==> config.mk <==
export PLATFORM = sky130hd
export DESIGN_NAME = mtp_ctrl
export DESIGN_NICKNAME = d
export VERILOG_FILES = /design/src/rtl/mtp_pkg.sv /design/src/rtl/mtp_ctrl.sv
export SDC_FILE = /design/constraint.sdc
export NUM_CORES = 1
export LEC_CHECK = 0
export BUFFER_PORTS_ARGS = -buffer_cell sky130_fd_sc_hd__clkbuf_2
export CAP_MARGIN = 5
export CORE_AREA = 10 10 47 49
export CTS_CLUSTER_DIAMETER = 100
export DETAILED_ROUTE_END_ITERATION = 8
export DIE_AREA = 0 0 57 59
export GPL_TIMING_DRIVEN = 0
export PLACE_DENSITY = 0.5
export SLEW_MARGIN = 5
export SYNTH_ARGS = -nofsm -noshare
export SYNTH_HDL_FRONTEND = slang
export SYNTH_SLANG_ARGS = --single-unit
export TNS_END_PERCENT = 20
==> constraint.sdc <==
create_clock -name i_clk -period 1.55 [get_ports i_clk]
set_clock_uncertainty 0.15 [all_clocks]
set_input_delay 0.0775 -clock i_clk [delete_from_list [all_inputs] [get_ports i_clk]]
set_output_delay 0.0775 -clock i_clk [all_outputs]
set_load 0.01 [all_outputs]
==> src/rtl/mtp_pkg.sv <==
`timescale 1ns / 1ps

package mtp_pkg;

    localparam int STATE_WORDS  = 624;
    localparam int TWIST_OFFSET = 397;
    localparam int AW           = $clog2(STATE_WORDS + 2);

    localparam logic [31:0] MT_MATRIX       = 32'h9908_b0df;
    localparam logic [31:0] MT_TEMPER_B     = 32'h9d2c_5680;
    localparam logic [31:0] MT_TEMPER_C     = 32'hefc6_0000;
    localparam logic [31:0] MT_SEED_MULT    = 32'd69069;
    localparam logic [31:0] MT_DEFAULT_SEED = 32'd4357;

    localparam logic [AW-1:0] POS_EMPTY    = AW'(STATE_WORDS);
    localparam logic [AW-1:0] POS_UNSEEDED = AW'(STATE_WORDS + 1);
    localparam logic [AW-1:0] IDX_LAST     = AW'(STATE_WORDS - 1);

    localparam logic FUNC_DRAW = 1'b0;
    localparam logic FUNC_SEED = 1'b1;

    typedef enum logic [2:0] {
        ST_IDLE,
        ST_SEED,
        ST_TW_PRE,
        ST_TW_RD,
        ST_TW_WR,
        ST_DRAW_RD,
        ST_DRAW_LD
    } t_state;

    typedef struct packed {
        logic seed_load;     // load seed register, restart index, mark table used up
        logic seed_default;  // pick the default seed on seed_load
        logic seed_step;     // write one seed word, advance the multiply chain
        logic tw_start;      // index to 0, fetch word 0
        logic tw_read;       // fetch far and next words for the current index
        logic tw_write;      // write the twisted word, advance index
        logic draw_read;     // fetch word at read position, advance position
        logic out_load;      // temper fetched word into the output register
    } t_cmd;

    typedef struct packed {
        logic unseeded;
        logic empty;
        logic idx_last;
        logic out_free;
    } t_status;

endpackage

==> src/rtl/mtp_ctrl.sv <==
`timescale 1ns / 1ps

module mtp_ctrl
    import mtp_pkg::*;
(
    input  logic    i_clk,
    input  logic    i_rst_n,
    input  logic    i_valid,
    input  logic    i_func,
    output logic    o_stall,
    input  t_status i_status,
    output t_cmd    o_cmd
);

    t_state r_state, n_state;
    logic   r_draw_pend, n_draw_pend;
    logic   accept;

    assign o_stall = (r_state != ST_IDLE);
    assign accept  = i_valid && (r_state == ST_IDLE);

    always_ff @(posedge i_clk) begin
        if (!i_rst_n) begin
            r_state     <= ST_IDLE;
            r_draw_pend <= 1'b0;
        end else begin
            r_state     <= n_state;
            r_draw_pend <= n_draw_pend;
        end
    end

    // next state
    always_comb begin
        n_state     = r_state;
        n_draw_pend = r_draw_pend;
        unique case (r_state)
            ST_IDLE: begin
                if (accept) begin
                    if (i_func == FUNC_SEED) begin
                        n_state     = ST_SEED;
                        n_draw_pend = 1'b0;
                    end else if (i_status.unseeded) begin
                        n_state     = ST_SEED;
                        n_draw_pend = 1'b1;
                    end else if (i_status.empty) begin
                        n_state = ST_TW_PRE;
                    end else begin
                        n_state = ST_DRAW_LD;
                    end
                end
            end
            ST_SEED: begin
                if (i_status.idx_last) begin
                    n_state     = r_draw_pend ? ST_TW_PRE : ST_IDLE;
                    n_draw_pend = 1'b0;
                end
            end
            ST_TW_PRE:  n_state = ST_TW_RD;
            ST_TW_RD:   n_state = ST_TW_WR;
            ST_TW_WR:   n_state = i_status.idx_last ? ST_DRAW_RD : ST_TW_RD;
            ST_DRAW_RD: n_state = ST_DRAW_LD;
            ST_DRAW_LD: begin
                if (i_status.out_free) begin
                    n_state = ST_IDLE;
                end
            end
            default:    n_state = ST_IDLE;
        endcase
    end

    // commands
    always_comb begin
        o_cmd = '0;
        unique case (r_state)
            ST_IDLE: begin
                if (accept) begin
                    if (i_func == FUNC_SEED) begin
                        o_cmd.seed_load = 1'b1;
                    end else if (i_status.unseeded) begin
                        o_cmd.seed_load    = 1'b1;
                        o_cmd.seed_default = 1'b1;
                    end else if (!i_status.empty) begin
                        o_cmd.draw_read = 1'b1;
                    end
                end
            end
            ST_SEED:    o_cmd.seed_step = 1'b1;
            ST_TW_PRE:  o_cmd.tw_start  = 1'b1;
            ST_TW_RD:   o_cmd.tw_read   = 1'b1;
            ST_TW_WR:   o_cmd.tw_write  = 1'b1;
            ST_DRAW_RD: o_cmd.draw_read = 1'b1;
            ST_DRAW_LD: o_cmd.out_load  = i_status.out_free;
            default:    o_cmd = '0;
        endcase
    end

endmodule

==> out/metrics.yaml <==
worst_setup_path:
  cp_cell_sequence: "buf_6 > or4_1 > a31o_1"
  critical_path_peak_fanout: 10
  worst_r2r_startpoint: "r_state[1]"
  critical_path_arrival_ns: 1.47
  worst_endpoint_required_time_ns: 1.51
  r2r_depth: 3
  reg2reg_to: "r_state[1]"
  cp_slowest_cell: "or4_1"
  reg2reg_slack_ns: 0.05
  cp_top_family: "simple AND/OR/NAND/NOR gates"
  worst_setup_path_start_kind: "flop"
  critical_path_class: "reg -> reg"
  path_buf_inv: 1
  worstSetupEndpointType: "flop"
  slowest_delay_ns: 0.52
timing:
  finalSetupViolations: 0
  max_slew.worst_pin.slew_ns: 0.292
  finalHoldViolations: 0
  report.final.slew_viol_count: 0
  unrepaired_setup_endpoints_after_global_routing: "false"
  final_cycle_share_pct: 96.9
  setup_ws_ns: 0.0481
  relSlewSlack_pct: 80.5
  highest_clock_rate_ghz: 0.666
  period_minus_slack_ns: 1.50
  setup-tns-final_ns: 0
cells_and_area:
  drive_gt1_share_pct: 48.4
  antennaDiodeCount: 0
  fin_nets: 74
  multi_input_comb_area_um2: 263
  regArea_um2: 83.8
  area_growth_pct: 47.7
  filler_cell_count: 151
floorplan:
  die_w_um: 57
  start_util_pct: 25.3
  fp.dieH_um: 59
  floorplan.die_area_um2: 3360
  floorplan.core_area_um2: 1400
  row_count: 14
  io-pin-count: 17
global_route:
  grt_antenna_before_repair: 0
  grt_pass1_wl_um: 1810
  globalRoute.totalOverflow: 0
  grt.total_usage_pct: 6.78
  grt_start_max_net_pins: 11
  grt_pass1_vias: 415
logic_synthesis:
  synth.net_count: 53
  syn_avg_cell_area_um2: 7.87
  synth_ff_type: "dfxtp_1"
  post_synth_instance_area_um2: 354
  commonest_cells_in_the_netlist: "nor2_1 (5), nor3_1 (5), dfxtp_1 (4), nor3b_1 (3)"
  synth_sequential_area_ratio_pct: 22.6
  netlist-cell-type-count: 25
  synth_top_area_share_pct: 22.6
  synth-seq-cells: 4
  leading_post_synthesis_cells_by_cell_area: "dfxtp_1 (23%), nor3_1 (7.1%), nor3b_1 (6.4%), and4b_1 (5.7%), nor2_1 (5.3%)"
  cell_type_contributing_the_most_total_cell_area_after_synthesis: "dfxtp_1"
  synth.yosys.warnings: 0
  synth-edff-count: 0
  synthArstFlopShare_pct: 0
  netlist_instances: 45
clocking:
  ctsRootBufferMaster: "clkbuf_4"
  post-cts-setup-buffer-count: 0
  cts_tree: "yes"
  max-clock-path-buffers: 2
  cts_num_sinks: 4
  cts_made_buffers: 3
  clock_latency_ns: 0.24
  cts.htree.levels: 1
  clkTransAtPathRegs_ns: 0.04
place:
  numPortBuffers: 16
  dp_hpwl_um: 856
  finalWeightedCongestion: 0.764
  dp_worst_setup_slack_ns: 0.0665
worst_hold_path:
  timing.hold.worst.start: "i_status[0]"
  worst_hold_path.num_cells: 3
  min_to: "r_state[2]"
  hold_class: "in -> reg"
power_and_ir_drop:
  power-per-cell-area_nw_per_um2: 924
  leakage_nw: 0.257
  vdd_ir_drop_max_v: 0.000373
route:
  drcViolationCount: 0
  dr_total_vias: 409
  detailedRoute.firstIterationViolations: 5
  drt_first_pass_iters: 4
  avgRoutedWirePerCell_um: 14.1
  final_antenna_violating_net_count: 0
  finalWirelength_um: 1130
  drt-vias-per-instance: 5.11
status:
  outcome: "complete, no violations"
run:
  max_cap_viol_count: 0
[cells by family (layout without fill, tap and decap cells)]
group / count (synthesis) / in the layout / share of synthesized area [%]
buffers and inverters: 6 / 25 / 9.19
and+or+nand+nor: 22 / 22 / 39.2
muxes: 1 / 1 / 2.83
AOI/OAI and AO/OA: 12 / 12 / 26.1
DFF: 4 / 4 / 22.6
[how the worst max path moves through the flow]
stage / start / to / cells after the start
6_report: r_state[1] / r_state[1] / 3
5_1_grt: r_state[0] / o_cmd[1] / 5
4_1_cts: r_state[0] / o_cmd[1] / 6
3_5_place_dp: r_state[1] / r_state[1] / 3
3_3_place_gp: r_state[0] / o_cmd[1] / 6
2_1_floorplan: r_state[1] / r_state[1] / 3
[layout make-up]
type / instances / share of cell area, %
buffer: 3 / 6.94
multi-input combinational: 35 / 50.2
clock buffer: 3 / 4.31
sequential: 4 / 16.0
tap: 16 / 3.83
timing repair buffer: 17 / 17.2
inverter: 2 / 1.44
[metrics by stage]
step	power [mW]	util, %	area, um^2	instances	hold WS [ns]
after CTS	0.480	36.3	509	81	0.0202
after detailed placement	0.326	32.4	454	77	0.179
after global routing	0.527	37.3	523	80	0.0247
final	0.483	37.3	523	80	0.0135
after floorplan	0.257	-	354	45	0.0450
after global placement	0.327	32.4	454	77	0.178
[flip-flops by register name, summed over array words and instances (netlist names)]
name,cells
r_draw_pend,1
r_state,3
[worst register-to-register path, stage by stage (launching register included)]
cell and delay [ns]:
dfxtp_2 0.34, buf_6 0.14, or4_1 0.52, a31o_1 0.24
[timing repair]
item                                    4_1_cts  5_1_grt
gates cloned                                  0        0
gates resized for setup                       6        7
endpoints found under the hold margin         1        0
endpoints found under the setup margin        4        5
hold buffers                                  1        0
[layer usage]
metal  track usage [%]  up-vias  part of all wire, %
li1                  -      205                    -
met5                 0        -                    0
met2              11.8       15                   53
met1              6.53      189                   39
met3              3.00        0                  8.0
met4              4.03        0                    0
[power by group]
group | internal [mW] | switching [mW]
Sequential | 0.119 | 0.0238
Clock | 0.0867 | 0.0439
Combinational | 0.102 | 0.108
Total | 0.307 | 0.176
[cells in the final DEF, fill, tap and decap left out, types with 2 or more instances in the layout]
| cell | instances |
|---|---|
| a21o_1 | 2 |
| a21oi_1 | 2 |
| and4b_1 | 2 |
| buf_6 | 2 |
| clkbuf_2 | 15 |
| clkbuf_4 | 3 |
| dfxtp_2 | 3 |
| inv_1 | 2 |
| nand2_1 | 2 |
| nor2_1 | 5 |
| nor3_1 | 4 |
| nor3b_2 | 2 |
| o21a_1 | 2 |
(Power assumes the default switching activity.)
